## src/design/dts_pkg.sv

```systemverilog
// dts_pkg: types and constants shared by the delimited table substitution block.
// No dependencies; dts_front, dts_back and the top level import it.
`timescale 1ns / 1ps

package dts_pkg;

  localparam int BYTE_W          = 8;
  localparam int KEY_MAX         = 3;
  localparam int REPLACEMENT_MAX = 6;
  localparam int KEY_W           = 24;
  localparam int KLEN_W          = 2;
  localparam int REPL_W          = 48;
  localparam int RLEN_W          = 3;
  localparam int ENTRY_IDX_W     = 5;
  localparam int CFG_W           = 6;
  localparam int LA_CNT_W        = $clog2(KEY_MAX + 1);
  localparam int EMIT_CNT_W      = $clog2(REPLACEMENT_MAX + 1);

  // Marker bytes: "|(" opens and "|)" closes a substitution region.
  localparam logic [BYTE_W-1:0] MARK_LEAD  = 8'h7C;
  localparam logic [BYTE_W-1:0] MARK_OPEN  = 8'h28;
  localparam logic [BYTE_W-1:0] MARK_CLOSE = 8'h29;

  typedef struct packed {
    logic                   op;
    logic [BYTE_W-1:0]      data_byte;
    logic                   end_of_stream;
    logic [ENTRY_IDX_W-1:0] entry_index;
    logic [KEY_W-1:0]       key_bytes;
    logic [KLEN_W-1:0]      key_length;
    logic [REPL_W-1:0]      replacement_bytes;
    logic [RLEN_W-1:0]      replacement_length;
  } in_item_t;

  typedef struct packed {
    logic [BYTE_W-1:0] out_byte;
    logic              last_of_run;
  } out_item_t;

  typedef enum logic {
    CMD_DATA,
    CMD_WRITE
  } cmd_kind_t;

  // Classified transaction handed from the front end to the back end.
  typedef struct packed {
    cmd_kind_t              kind;
    logic [BYTE_W-1:0]      data_byte;
    logic                   eos;
    logic [ENTRY_IDX_W-1:0] index;
    logic [KEY_W-1:0]       key;
    logic [KLEN_W-1:0]      key_len;
    logic [REPL_W-1:0]      repl;
    logic [RLEN_W-1:0]      repl_len;
  } cmd_t;

  // One word of the replacement memory.
  typedef struct packed {
    logic [KLEN_W-1:0] key_len;
    logic [RLEN_W-1:0] repl_len;
    logic [REPL_W-1:0] repl;
  } repl_word_t;

  typedef logic [KEY_MAX-1:0][BYTE_W-1:0] lookahead_t;

  typedef enum logic [2:0] {
    ST_IDLE,
    ST_MATCH,
    ST_SELECT,
    ST_EMIT,
    ST_FLUSH
  } back_state_t;

endpackage

```

## src/design/dts_fifo.sv

```systemverilog
// dts_fifo: small synchronous FIFO with push/full and pop/empty handshakes.
// Depends on nothing; DEPTH must be a power of two, at least 2.
`timescale 1ns / 1ps

module dts_fifo #(
  parameter int WIDTH = 8,
  parameter int DEPTH = 2
) (
  input  logic             clk,
  input  logic             rst_n,
  input  logic             push,
  input  logic [WIDTH-1:0] wdata,
  output logic             full,
  input  logic             pop,
  output logic [WIDTH-1:0] rdata,
  output logic             empty
);

  localparam int PTR_W = $clog2(DEPTH);
  localparam int CNT_W = $clog2(DEPTH + 1);

  logic [WIDTH-1:0] store_r [DEPTH];
  logic [PTR_W-1:0] wr_ptr_r, rd_ptr_r;
  logic [CNT_W-1:0] count_r;
  logic             do_push, do_pop;

  assign full    = (count_r == CNT_W'(DEPTH));
  assign empty   = (count_r == '0);
  assign do_push = push && !full;
  assign do_pop  = pop && !empty;
  assign rdata   = store_r[rd_ptr_r];

  always_ff @(posedge clk) begin
    if (do_push) begin
      store_r[wr_ptr_r] <= wdata;
    end
  end

  always_ff @(posedge clk) begin
    if (!rst_n) begin
      wr_ptr_r <= '0;
      rd_ptr_r <= '0;
      count_r  <= '0;
    end else begin
      if (do_push) begin
        wr_ptr_r <= wr_ptr_r + 1'b1;
      end
      if (do_pop) begin
        rd_ptr_r <= rd_ptr_r + 1'b1;
      end
      if (do_push && !do_pop) begin
        count_r <= count_r + 1'b1;
      end else if (do_pop && !do_push) begin
        count_r <= count_r - 1'b1;
      end
    end
  end

endmodule

```

## src/design/dts_front.sv

```systemverilog
// dts_front: input side; classifies transactions and queues them for the back end.
// Depends on dts_pkg and dts_fifo.
`timescale 1ns / 1ps

module dts_front #(
  parameter int TABLE_DEPTH = 32
) (
  input  logic              clk,
  input  logic              rst_n,
  input  logic              in_push,
  input  dts_pkg::in_item_t in_data,
  output logic              in_full,
  input  logic              cmd_pop,
  output dts_pkg::cmd_t     cmd,
  output logic              cmd_empty
);

  import dts_pkg::*;

  cmd_t                cmd_in;
  logic                keep;
  logic                q_full;
  logic [$bits(cmd_t)-1:0] q_rdata;

  // Normalize table writes: overlong keys never match, long replacements saturate.
  always_comb begin
    cmd_in.kind      = in_data.op ? CMD_WRITE : CMD_DATA;
    cmd_in.data_byte = in_data.data_byte;
    cmd_in.eos       = in_data.end_of_stream;
    cmd_in.index     = in_data.entry_index;
    cmd_in.key       = in_data.key_bytes;
    cmd_in.key_len   = in_data.key_length;
    cmd_in.repl      = in_data.replacement_bytes;
    cmd_in.repl_len  = in_data.replacement_length;
    if (int'(in_data.key_length) > KEY_MAX) begin
      cmd_in.key_len = '0;
    end
    if (int'(in_data.replacement_length) > REPLACEMENT_MAX) begin
      cmd_in.repl_len = RLEN_W'(REPLACEMENT_MAX);
    end
  end

  // Writes to slots beyond the table are accepted and dropped here.
  assign keep    = !in_data.op || (int'(in_data.entry_index) < TABLE_DEPTH);
  assign in_full = q_full;
  assign cmd     = cmd_t'(q_rdata);

  dts_fifo #(
    .WIDTH ($bits(cmd_t)),
    .DEPTH (2)
  ) u_cmd_q (
    .clk   (clk),
    .rst_n (rst_n),
    .push  (in_push && keep),
    .wdata (cmd_in),
    .full  (q_full),
    .pop   (cmd_pop),
    .rdata (q_rdata),
    .empty (cmd_empty)
  );

endmodule

```

## src/design/dts_back.sv

```systemverilog
// dts_back: lookahead, substitution table and decision sequencer.
// Depends on dts_pkg; feeds the output FIFO in the top level.
`timescale 1ns / 1ps

module dts_back #(
  parameter int TABLE_DEPTH = 32
) (
  input  logic                      clk,
  input  logic                      rst_n,
  input  logic [dts_pkg::CFG_W-1:0] entries_in_use,
  input  logic                      cmd_empty,
  input  dts_pkg::cmd_t             cmd,
  output logic                      cmd_pop,
  input  logic                      out_full,
  output logic                      out_push,
  output dts_pkg::out_item_t        out_item
);

  import dts_pkg::*;

  localparam int TIDX_W = (TABLE_DEPTH > 1) ? $clog2(TABLE_DEPTH) : 1;

  // Table: keys in flops for the parallel compare, replacements in memory.
  logic [KEY_W-1:0]  key_r  [TABLE_DEPTH];
  logic [KLEN_W-1:0] klen_r [TABLE_DEPTH];
  repl_word_t        mem    [TABLE_DEPTH];
  repl_word_t        rd_r;

  back_state_t             state_r, state_nxt;
  lookahead_t              la_r, la_nxt;
  logic [LA_CNT_W-1:0]     cnt_r, cnt_nxt;
  logic                    subst_r, subst_nxt;
  logic                    eos_r, eos_nxt;
  logic                    use_mem_r, use_mem_nxt;
  logic [2*BYTE_W-1:0]     src_r, src_nxt;
  logic [RLEN_W-1:0]       len_r, len_nxt;
  logic [KLEN_W-1:0]       used_r, used_nxt;
  logic [EMIT_CNT_W-1:0]   emit_idx_r, emit_idx_nxt;
  logic                    held_valid_r, held_valid_nxt;
  logic [BYTE_W-1:0]       held_byte_r, held_byte_nxt;

  logic [TABLE_DEPTH-1:0]  hit_vec, hit_r;
  logic                    marker_vec, marker_r;
  logic [TIDX_W-1:0]       sel_idx;
  logic [TIDX_W-1:0]       wr_idx;
  logic                    tbl_we, mem_re;

  logic [RLEN_W-1:0]       cur_len;
  logic [KLEN_W-1:0]       cur_used;
  logic [BYTE_W-1:0]       cur_byte;
  logic                    last_byte, can_go;
  logic [LA_CNT_W-1:0]     cnt_inc, cnt_after;

  assign wr_idx = TIDX_W'(cmd.index);

  always_ff @(posedge clk) begin
    if (tbl_we) begin
      key_r[wr_idx]  <= cmd.key;
      klen_r[wr_idx] <= cmd.key_len;
    end
  end

  always_ff @(posedge clk) begin
    if (tbl_we) begin
      mem[wr_idx] <= '{key_len: cmd.key_len, repl_len: cmd.repl_len, repl: cmd.repl};
    end
  end

  always_ff @(posedge clk) begin
    if (mem_re) begin
      rd_r <= mem[sel_idx];
    end
  end

  // Per-entry key compare against the lookahead head.
  always_comb begin
    for (int j = 0; j < TABLE_DEPTH; j++) begin
      hit_vec[j] = 1'b0;
      if ((j < int'(entries_in_use)) && (klen_r[j] != '0) &&
          (int'(klen_r[j]) <= int'(cnt_r))) begin
        hit_vec[j] = 1'b1;
        for (int m = 0; m < KEY_MAX; m++) begin
          if ((m < int'(klen_r[j])) && (key_r[j][BYTE_W*m +: BYTE_W] != la_r[m])) begin
            hit_vec[j] = 1'b0;
          end
        end
      end
    end
  end

  assign marker_vec = (cnt_r >= LA_CNT_W'(2)) && (la_r[0] == MARK_LEAD) &&
                      ((la_r[1] == MARK_OPEN) || (la_r[1] == MARK_CLOSE));

  always_ff @(posedge clk) begin
    hit_r    <= hit_vec;
    marker_r <= marker_vec;
  end

  // Lowest matching entry wins.
  always_comb begin
    sel_idx = '0;
    for (int j = TABLE_DEPTH - 1; j >= 0; j--) begin
      if (hit_r[j]) begin
        sel_idx = TIDX_W'(j);
      end
    end
  end

  assign cnt_inc   = cnt_r + 1'b1;
  assign cur_len   = use_mem_r ? rd_r.repl_len : len_r;
  assign cur_used  = use_mem_r ? rd_r.key_len : used_r;
  assign cur_byte  = use_mem_r ? rd_r.repl[BYTE_W*emit_idx_r +: BYTE_W]
                               : src_r[BYTE_W*emit_idx_r[0] +: BYTE_W];
  assign last_byte = (cur_len == '0) || (EMIT_CNT_W'(cur_len) == emit_idx_r + 1'b1);
  assign can_go    = (cur_len == '0) || !held_valid_r || !out_full;
  assign cnt_after = cnt_r - LA_CNT_W'(cur_used);

  always_comb begin
    state_nxt      = state_r;
    la_nxt         = la_r;
    cnt_nxt        = cnt_r;
    subst_nxt      = subst_r;
    eos_nxt        = eos_r;
    use_mem_nxt    = use_mem_r;
    src_nxt        = src_r;
    len_nxt        = len_r;
    used_nxt       = used_r;
    emit_idx_nxt   = emit_idx_r;
    held_valid_nxt = held_valid_r;
    held_byte_nxt  = held_byte_r;
    cmd_pop        = 1'b0;
    tbl_we         = 1'b0;
    mem_re         = 1'b0;
    out_push       = 1'b0;
    out_item       = '0;
    unique case (state_r)
      ST_IDLE: begin
        if (!cmd_empty) begin
          cmd_pop = 1'b1;
          if (cmd.kind == CMD_WRITE) begin
            tbl_we = 1'b1;
          end else begin
            for (int i = 0; i < KEY_MAX; i++) begin
              if (cnt_r == LA_CNT_W'(i)) begin
                la_nxt[i] = cmd.data_byte;
              end
            end
            cnt_nxt = cnt_inc;
            eos_nxt = cmd.eos;
            if ((cnt_inc >= LA_CNT_W'(KEY_MAX)) || cmd.eos) begin
              state_nxt = ST_MATCH;
            end
          end
        end
      end
      ST_MATCH: begin
        state_nxt = ST_SELECT;
      end
      ST_SELECT: begin
        emit_idx_nxt = '0;
        state_nxt    = ST_EMIT;
        if (marker_r) begin
          use_mem_nxt = 1'b0;
          src_nxt     = {la_r[1], MARK_LEAD};
          len_nxt     = RLEN_W'(2);
          used_nxt    = KLEN_W'(2);
          subst_nxt   = (la_r[1] == MARK_OPEN);
        end else if (subst_r && (|hit_r)) begin
          use_mem_nxt = 1'b1;
          mem_re      = 1'b1;
        end else begin
          use_mem_nxt = 1'b0;
          src_nxt     = {{BYTE_W{1'b0}}, la_r[0]};
          len_nxt     = RLEN_W'(1);
          used_nxt    = KLEN_W'(1);
        end
      end
      ST_EMIT: begin
        if (can_go) begin
          if (cur_len != '0) begin
            // Keep the newest byte back until we know whether it ends the run.
            if (held_valid_r) begin
              out_push             = 1'b1;
              out_item.out_byte    = held_byte_r;
              out_item.last_of_run = 1'b0;
            end
            held_valid_nxt = 1'b1;
            held_byte_nxt  = cur_byte;
            emit_idx_nxt   = emit_idx_r + 1'b1;
          end
          if (last_byte) begin
            la_nxt  = la_r >> (BYTE_W * int'(cur_used));
            cnt_nxt = cnt_after;
            if (eos_r && (cnt_after != '0)) begin
              state_nxt = ST_MATCH;
            end else begin
              state_nxt = ST_FLUSH;
              if (eos_r) begin
                subst_nxt = 1'b0;
              end
            end
          end
        end
      end
      ST_FLUSH: begin
        if (!held_valid_r) begin
          state_nxt = ST_IDLE;
        end else if (!out_full) begin
          out_push             = 1'b1;
          out_item.out_byte    = held_byte_r;
          out_item.last_of_run = 1'b1;
          held_valid_nxt       = 1'b0;
          state_nxt            = ST_IDLE;
        end
      end
      default: begin
        state_nxt = ST_IDLE;
      end
    endcase
  end

  always_ff @(posedge clk) begin
    if (!rst_n) begin
      state_r      <= ST_IDLE;
      cnt_r        <= '0;
      subst_r      <= 1'b0;
      held_valid_r <= 1'b0;
    end else begin
      state_r      <= state_nxt;
      cnt_r        <= cnt_nxt;
      subst_r      <= subst_nxt;
      held_valid_r <= held_valid_nxt;
    end
  end

  always_ff @(posedge clk) begin
    la_r        <= la_nxt;
    eos_r       <= eos_nxt;
    use_mem_r   <= use_mem_nxt;
    src_r       <= src_nxt;
    len_r       <= len_nxt;
    used_r      <= used_nxt;
    emit_idx_r  <= emit_idx_nxt;
    held_byte_r <= held_byte_nxt;
  end

  a_cnt_bound: assert property (@(posedge clk) disable iff (!rst_n)
    cnt_r <= LA_CNT_W'(KEY_MAX))
    else $error("lookahead count above key length");

  a_idle_nothing_held: assert property (@(posedge clk) disable iff (!rst_n)
    (state_r == ST_IDLE) |-> !held_valid_r)
    else $error("held byte left over at end of transaction");

  a_push_has_room: assert property (@(posedge clk) disable iff (!rst_n)
    out_push |-> !out_full)
    else $error("push into full output queue");

  a_flush_marks_last: assert property (@(posedge clk) disable iff (!rst_n)
    ((state_r == ST_FLUSH) && out_push) |-> out_item.last_of_run)
    else $error("final byte of a run not flagged");

  a_emit_after_select: assert property (@(posedge clk) disable iff (!rst_n)
    (state_r == ST_SELECT) |=> (state_r == ST_EMIT))
    else $error("select not followed by emit");

endmodule

```

## src/design/delimited_table_substitution.sv

```systemverilog
// delimited_table_substitution: top level of the byte stream translator.
// Depends on dts_pkg, dts_fifo, dts_front and dts_back.
//
// Usage:
//  - Input side is a queue: drive in_data and raise in_push; a transaction is
//    taken on a clock edge with in_push high and in_full low. op=1 loads one
//    table slot, op=0 carries a text byte (end_of_stream flushes lookahead).
//  - Result side is a queue too: while out_empty is low the oldest result is
//    on out_data; raise out_pop to take it. last_of_run flags the final byte
//    caused by one input transaction.
//  - cfg_valid/cfg_ready write entries_in_use; cfg_ready is always high.
//  - Back-end work: a table write or a byte that completes no decision is
//    handled in the idle state alone. Each decision runs a key compare, a
//    priority select with memory read and an emit step per byte (entered even
//    for an empty replacement), and a transaction that reaches any decision
//    ends with a flush step that tags the last byte (spent even when nothing
//    was emitted). The back-end sequencer is the bottleneck.
//  - Reset clears the mode flag, lookahead, entries_in_use and both queues;
//    table slots hold garbage until loaded.
//  - When the receiver stalls, the 4-deep result queue fills, the back end
//    holds mid-run, and the 2-deep command queue then raises in_full.
`timescale 1ns / 1ps

module delimited_table_substitution #(
  parameter int TABLE_DEPTH = 32
) (
  input  logic                      clk,
  input  logic                      rst_n,
  // input transactions
  input  logic                      in_push,
  input  dts_pkg::in_item_t         in_data,
  output logic                      in_full,
  // result transactions
  output logic                      out_empty,
  input  logic                      out_pop,
  output dts_pkg::out_item_t        out_data,
  // configuration write channel
  input  logic                      cfg_valid,
  output logic                      cfg_ready,
  input  logic [dts_pkg::CFG_W-1:0] cfg_data
);

  import dts_pkg::*;

  logic [CFG_W-1:0] entries_in_use_r;
  cmd_t             cmd;
  logic             cmd_empty, cmd_pop;
  logic             res_push, res_full;
  out_item_t        res_item;
  logic [$bits(out_item_t)-1:0] res_rdata;

  // Config writes must arrive only while the block is idle; the block itself does not enforce this (no interlock).
  assign cfg_ready = 1'b1;

  always_ff @(posedge clk) begin
    if (!rst_n) begin
      entries_in_use_r <= '0;
    end else if (cfg_valid && cfg_ready) begin
      entries_in_use_r <= cfg_data;
    end
  end

  // Front end: accept, classify, queue.
  dts_front #(
    .TABLE_DEPTH (TABLE_DEPTH)
  ) u_front (
    .clk       (clk),
    .rst_n     (rst_n),
    .in_push   (in_push),
    .in_data   (in_data),
    .in_full   (in_full),
    .cmd_pop   (cmd_pop),
    .cmd       (cmd),
    .cmd_empty (cmd_empty)
  );

  // Back end: lookahead window, table search and byte emission.
  dts_back #(
    .TABLE_DEPTH (TABLE_DEPTH)
  ) u_back (
    .clk            (clk),
    .rst_n          (rst_n),
    .entries_in_use (entries_in_use_r),
    .cmd_empty      (cmd_empty),
    .cmd            (cmd),
    .cmd_pop        (cmd_pop),
    .out_full       (res_full),
    .out_push       (res_push),
    .out_item       (res_item)
  );

  // Result queue decouples the emitter from the downstream consumer.
  dts_fifo #(
    .WIDTH ($bits(out_item_t)),
    .DEPTH (4)
  ) u_res_q (
    .clk   (clk),
    .rst_n (rst_n),
    .push  (res_push),
    .wdata (res_item),
    .full  (res_full),
    .pop   (out_pop),
    .rdata (res_rdata),
    .empty (out_empty)
  );

  assign out_data = out_item_t'(res_rdata);

endmodule
```

## config.mk

```make
export PLATFORM = sky130hd
export DESIGN_NAME = delimited_table_substitution
export DESIGN_NICKNAME = d
export VERILOG_FILES = /design/src/design/dts_pkg.sv /design/src/design/dts_fifo.sv /design/src/design/dts_front.sv /design/src/design/dts_back.sv /design/src/design/delimited_table_substitution.sv
export SDC_FILE = /design/constraint.sdc
export NUM_CORES = 2
export LEC_CHECK = 0
export ABC_CLOCK_PERIOD_IN_PS = 16600
export BUFFER_PORTS_ARGS = -buffer_cell sky130_fd_sc_hd__buf_2
export CORE_MARGIN = 4
export CORE_UTILIZATION = 55
export CTS_BUF_LIST = sky130_fd_sc_hd__clkbuf_8
export CTS_CLUSTER_DIAMETER = 200
export DETAILED_ROUTE_END_ITERATION = 10
export PLACE_DENSITY_LB_ADDON = 0.15
export SLEW_MARGIN = 10
export SYNTH_ARGS = -nofsm -noshare
export SYNTH_HDL_FRONTEND = slang
export SYNTH_SLANG_ARGS = --single-unit
```

## constraint.sdc

```tcl
create_clock -name clk -period 16.6 [get_ports clk]
set_input_delay 3.32 -clock clk [delete_from_list [all_inputs] [get_ports clk]]
set_output_delay 3.32 -clock clk [all_outputs]
set_load 0.1 [all_outputs]
```

# [Word-level counts from Yosys, hierarchy flattened]
# Memories as Yosys holds them, arrays and structs flattened. A register that Yosys moved wholly into a read port is not among the register bits.
# Index checks and enable logic that the tools add are counted.
[totals] wordCells=810 output_inout_bits=12 ram_bits=2748 memories=5 ff_bits=114 in_bits=103
[classes] mux=143 n_addsub=11 n_shift=3 n_lt_le_gt_ge=163 bitwise=34 eq_ne=122 n_reduce_logical=274
[memory_table] name="u_back.mem" words=32 width=53 rd=1 rd_ports_with_merged_regs=1 wr=1 line_no="dts_back.sv:26" source="repl_word_t mem [TABLE_DEPTH];"
[memory_table] name="u_back.key_r" words=32 width=24 rd=32 rd_ports_with_merged_regs=0 wr=1 line_no="dts_back.sv:24" source="logic [KEY_W-1:0] key_r [TABLE_DEPTH];"
[memory_table] name="u_front.u_cmd_q.store_r" words=2 width=92 rd=1 rd_ports_with_merged_regs=1 wr=1 line_no="dts_fifo.sv:22" source="logic [WIDTH-1:0] store_r [DEPTH];"
[memory_table] name="u_back.klen_r" words=32 width=2 rd=32 rd_ports_with_merged_regs=0 wr=1 line_no="dts_back.sv:25" source="logic [KLEN_W-1:0] klen_r [TABLE_DEPTH];"
[memory_table] name="u_res_q.store_r" words=4 width=9 rd=1 rd_ports_with_merged_regs=1 wr=1 line_no="dts_fifo.sv:22"
[op_table] operator="$ne A8 B8 Y1" count=96
[op_table] operator="$logic_and A1 B1 Y1" count=172
[op_table] operator="$mux W5" count=32
[op_table] operator="$lt A1 B2 Y1 const A" count=64
[op_table] operator="$lt A5 B6 Y1 const A" count=16
[op_table] operator="$mux W24" count=4
[op_table] operator="$reduce_or A3 Y1" count=32
[op_table] operator="$reduce_bool A2 Y1" count=38
[op_table] operator="$le A2 B2 Y1" count=32
[op_table] operator="$lt A2 B2 Y1 const A" count=32
[op_table] operator="$mux W1" count=63
[op_table] operator="$lt A4 B6 Y1 const A" count=8
[op_table] operator="$pmux W24 S2" count=1
[op_table] operator="$shiftx A48 B7 Y8" count=1
[op_table] operator="$mux W9" count=5
[op_table] operator="$mux W3" count=14
[op_table] operator="$not A1 Y1" count=34
[op_table] operator="$mux W16" count=2
[op_table] operator="$mux W8" count=4
[op_table] operator="$reduce_or A32 Y1" count=1
[op_table] operator="$reduce_and A6 Y1" count=5
[op_table] operator="$lt A3 B6 Y1 const A" count=4
[op_table] operator="$shr A24 B5 Y24" count=1
[op_table] operator="$mux W2" count=11
[op_table] operator="other kinds (35)" count=78

# [Longest topological paths before layout]
[depth] word_depth=32 mapped_depth=12 ltp_nobuf=10

# [By module]
# A second synthesis with hierarchy kept.
[hier_totals] hier_cells=6408 area_unflattened_um2=113343.7
[modules_own_cells] module="dts_back" seq_area_each_um2=78034.8 instances=1 cells_each=5978 area_per_inst_um2=104408.9
[modules_own_cells] module="dts_fifo (u_front.u_cmd_q)" seq_area_each_um2=5625.4 instances=1 cells_each=311 area_per_inst_um2=6897.9
[modules_own_cells] module="dts_fifo (u_res_q)" seq_area_each_um2=1261.2 instances=1 cells_each=95 area_per_inst_um2=1781.7
[modules_own_cells] module="delimited_table_substitution" seq_area_each_um2=120.1 instances=1 cells_each=21 area_per_inst_um2=240.2
[modules_own_cells] module="dts_front" seq_area_each_um2=0.0 instances=1 cells_each=3 area_per_inst_um2=15.0

# [Worst setup path before layout]
# Ideal clock, no wire load.
[synth_path] path_type="input to register" from="input port in_push" to="memory u_front.u_cmd_q.store_r[0][0] in the netlist's numbering (enable)" setup_slack_ns=8.807 arrival_ns=7.249 setup_time_ns=0.544 required_time_ns=16.056 path_stages=2 n_path_buf=0 path_cell_list="nand2_1 -> nor2_1"
[synth_between] elab_chain_len=3
[synth_lines] item="start: declaration" line_no="delimited_table_substitution.sv:30" source="input logic in_push,"
[synth_lines] item="$logic_and A1 B1 Y1" line_no="dts_fifo.sv:29" source="assign do_push = push && !full;"
[synth_lines] item="$mux W1" line_no="dts_fifo.sv:34" source="if (do_push) begin"
[synth_lines] item="$mux W1 (not written as such)" line_no="dts_fifo.sv:35" source="store_r[wr_ptr_r] <= wdata;"
[synth_lines] item="end: declaration" line_no="dts_fifo.sv:22"
# No other way between the ends.

==> results.cfg <==
[run_status]
status = finished, final reports clean

[worst_hold_path]
holdCritPathClass = reg2reg
min-delay-start = u_back.klen_r[6][1]

[timing]
maxSlewHeadroom_pct = 16.9
final-setup-viol-count = 0
finalHoldViolCount = 0
slew_violations = 0
fin_skew_ps = 91.1
rsz0062_at_grt = false
max_freq_ghz = 0.167
final.min_clock_period_ps = 5980
worst_slew_pin_slew_ps = 1240
tns_ps = 0
period_share_pct = 36.0
holdWs_ps = 524

[global_routing]
grt_antenna_before_repair = 20
grt_usage_pct = 28.7
overflow = 0
grt_pass1_wl_um = 443000
grt_pass1_vias = 61700
grt_max_degree = 157

[yosys]
async_reset_ff_share_pct = 0
syn-instance-count = 6756
ys.warnings.count = 0
synth_fp_nets = 6935
synth.cells.most_frequent = edfxtp_1, nand2_1, xnor2_1, xor2_1, mux2i_1
synth.most_common_cell = edfxtp_1
avgSynthCellArea_um2 = 16.9
synth_area_leaders = edfxtp_1, mux4_2, xnor2_1
synth_ff_type = edfxtp_1
seq_area_frac_synth_pct = 74.5
synth_top_cell_area_share_pct = 73.5
syn_area_mm2 = 0.114
synth_edf_count = 2792
synth_largest_area_cell = edfxtp_1
synth-seq-cells = 2852
synth_cell_type_count = 86

[placement]
place_area_mm2 = 0.118
dp_cells = 9344
portBuffers = 113
dp.final_hpwl_um = 171000
place.gp.congestion = 0.912

[clocking]
post-cts-setup-buffers = 0
ctsHoldBuffers = 0
cts_resized = 0
htreeDepth = 5
clk_latency_ps = 1100
clkSinkCount = 2852
cts_buffers = 460
cts-root-buf = clkbuf_8
cts_buffer_depth = 4
clk_pin_slew_ps = 60
cts_tree = built

[floorplanning]
die_w_um = 463
ios = 115
die_y_um = 463
core_mm2 = 0.205
rows = 166
dieArea_mm2 = 0.215
initial_core_util_pct = 55.5

[power]
power_frac_clock_pct = 33.5
pwr-share-seq_pct = 53.4
netSwitchingPower_w = 0.00446
ir_drop_mv = 0.109
netSwitchingFraction_pct = 27.0
combPwrFrac_pct = 13.1
totalPowerFinal_w = 0.0166
p_leak_nw = 41.3
p_int_w = 0.0121
powerDensity_mw_per_mm2 = 131

[worst_setup_path]
cp.required_ps = 13280
critPathMaxFanout = 9
cp-end-kind = primary output
worstSetupPathType = reg2out
crit_path_end = out_data[4]
reg2regPathDepth = 7
worstReg2RegEnd = u_back.mem[6][11]
arrival_ps = 2660
r2r_setup_slack_ps = 10990
start_kind = flop

[cells_and_area]
postLayoutCellArea_mm2 = 0.126
fin_cells = 10200
nNetsFinal = 7297
drive_above_1_share_pct = 15.4
area_growth_pct = 10.6

[routing]
vias_per_cell = 6.29
drcViolationCount = 0
ant_nets = 0
drt_iter0_drc = 7712
post_drt_wl_per_cell_um = 30.8
drtPass1Iterations = 6
wl_um = 314000
vias = 64000

[flow_run]
drv_cap = 0
-- area by class of cell --
type	instances	area, µm²
inverter	91	342
sequential	2852	85000
multi-input combinational	3461	27400
timing repair buffer	252	1660
antenna	12	30.0
clock inverter	329	1600
clock buffer	487	6700
fill	14900	79300
tap	2688	3360
-- cell usage in the layout (no fill, tap or decap), types with 23 or more instances in the layout --
cell	netlist	layout
a311o_1	38	38
xor2_1	392	392
o21ai_0	84	84
dfxtp_1	60	59
nor4b_1	47	47
nand2_1	540	539
clkinv_2	0	61
nor2_1	185	150
clkbuf_8	0	487
a22o_1	50	50
a31oi_1	103	103
buf_4	19	135
clkinv_1	0	118
edfxtp_1	2792	2792
nand3_1	48	45
a211oi_1	41	41
o22ai_1	114	114
nor4_1	92	92
mux4_2	167	167
xnor2_1	392	392
a21oi_1	223	223
mux2i_1	306	306
inv_1	91	220
or4_1	23	23
nor2_4	2	37
nor3_1	68	68
nand4_1	101	101
mux2_2	82	82
buf_2	97	113
and2_1	77	74
ha_1	75	75
-- power by group through the flow --
stage          clock network (W)  logic [W]  registers (W)
2_1_floorplan                  0    0.00136        0.00893
3_3_place_gp                   0    0.00212        0.00898
3_5_place_dp                   0    0.00218        0.00899
4_1_cts                  0.00562    0.00218        0.00884
5_1_grt                  0.00597    0.00233        0.00885
6_report                 0.00554    0.00217        0.00884
-- critical path, stage by stage (launching register included) --
cell	delay, ps
dfxtp_1	700
mux4_2	590
buf_2	310
-- kinds of logic (layout without fill, tap and decap cells) --
family          Yosys count  in the layout  synth area share, %
flops                  2852           2852                 74.5
compound gates          780            780                 4.46
xor+xnor                784            784                 6.02
buf+inv                 443           1159                 1.78
other cells               1             13              0.00329
simple gates           1259           1259                 5.42
fa+ha+maj                76             76                0.840
mux                     561            561                 6.93
-- state kept, by name, indices dropped and copies added, names as in the netlist, 8 cells and up, named ones only --
| signal | cells |
|---|---|
| u_back.rd_r | 53 |
| u_back.held_byte_r | 8 |
| u_back.klen_r | 46 |
| u_back.key_r | 768 |
| u_res_q.store_r | 36 |
| u_back.mem | 1650 |
| u_back.la_r | 24 |
| u_back.hit_r | 32 |
| u_back.src_r | 16 |
| u_front.u_cmd_q.store_r | 184 |
-- stage by stage --
| step | util (%) | setup WS, ps |
|---|---|---|
| after global placement | 57.3 | 10880 |
| after global routing | 61.4 | 10410 |
| after floorplan | - | 8810 |
| after detailed placement | 57.3 | 10920 |
| final | 61.4 | 10620 |
| after CTS | 61.4 | 10460 |
-- worst min-delay path by stage --
stage,cells after the start,endpoint,slack [ps]
6_report,1,u_back.hit_r[6],520
5_1_grt,1,u_back.hit_r[6],550
4_1_cts,1,u_back.hit_r[6],510
3_5_place_dp,1,u_back.hit_r[6],490
3_3_place_gp,1,u_back.hit_r[6],500
2_1_floorplan,2,u_back.subst_r,460
-- layer usage --
layer / GRT usage (%) / vias up / wire length, µm
li1: - / 26800 / -
met1: 42.3 / 32800 / 127000
met2: 43.2 / 3703 / 142000
met3: 6.33 / 586 / 35200
met4: 9.31 / 0 / 9680
met5: 0 / - / 0
Power figures use the tool's default switching activity.
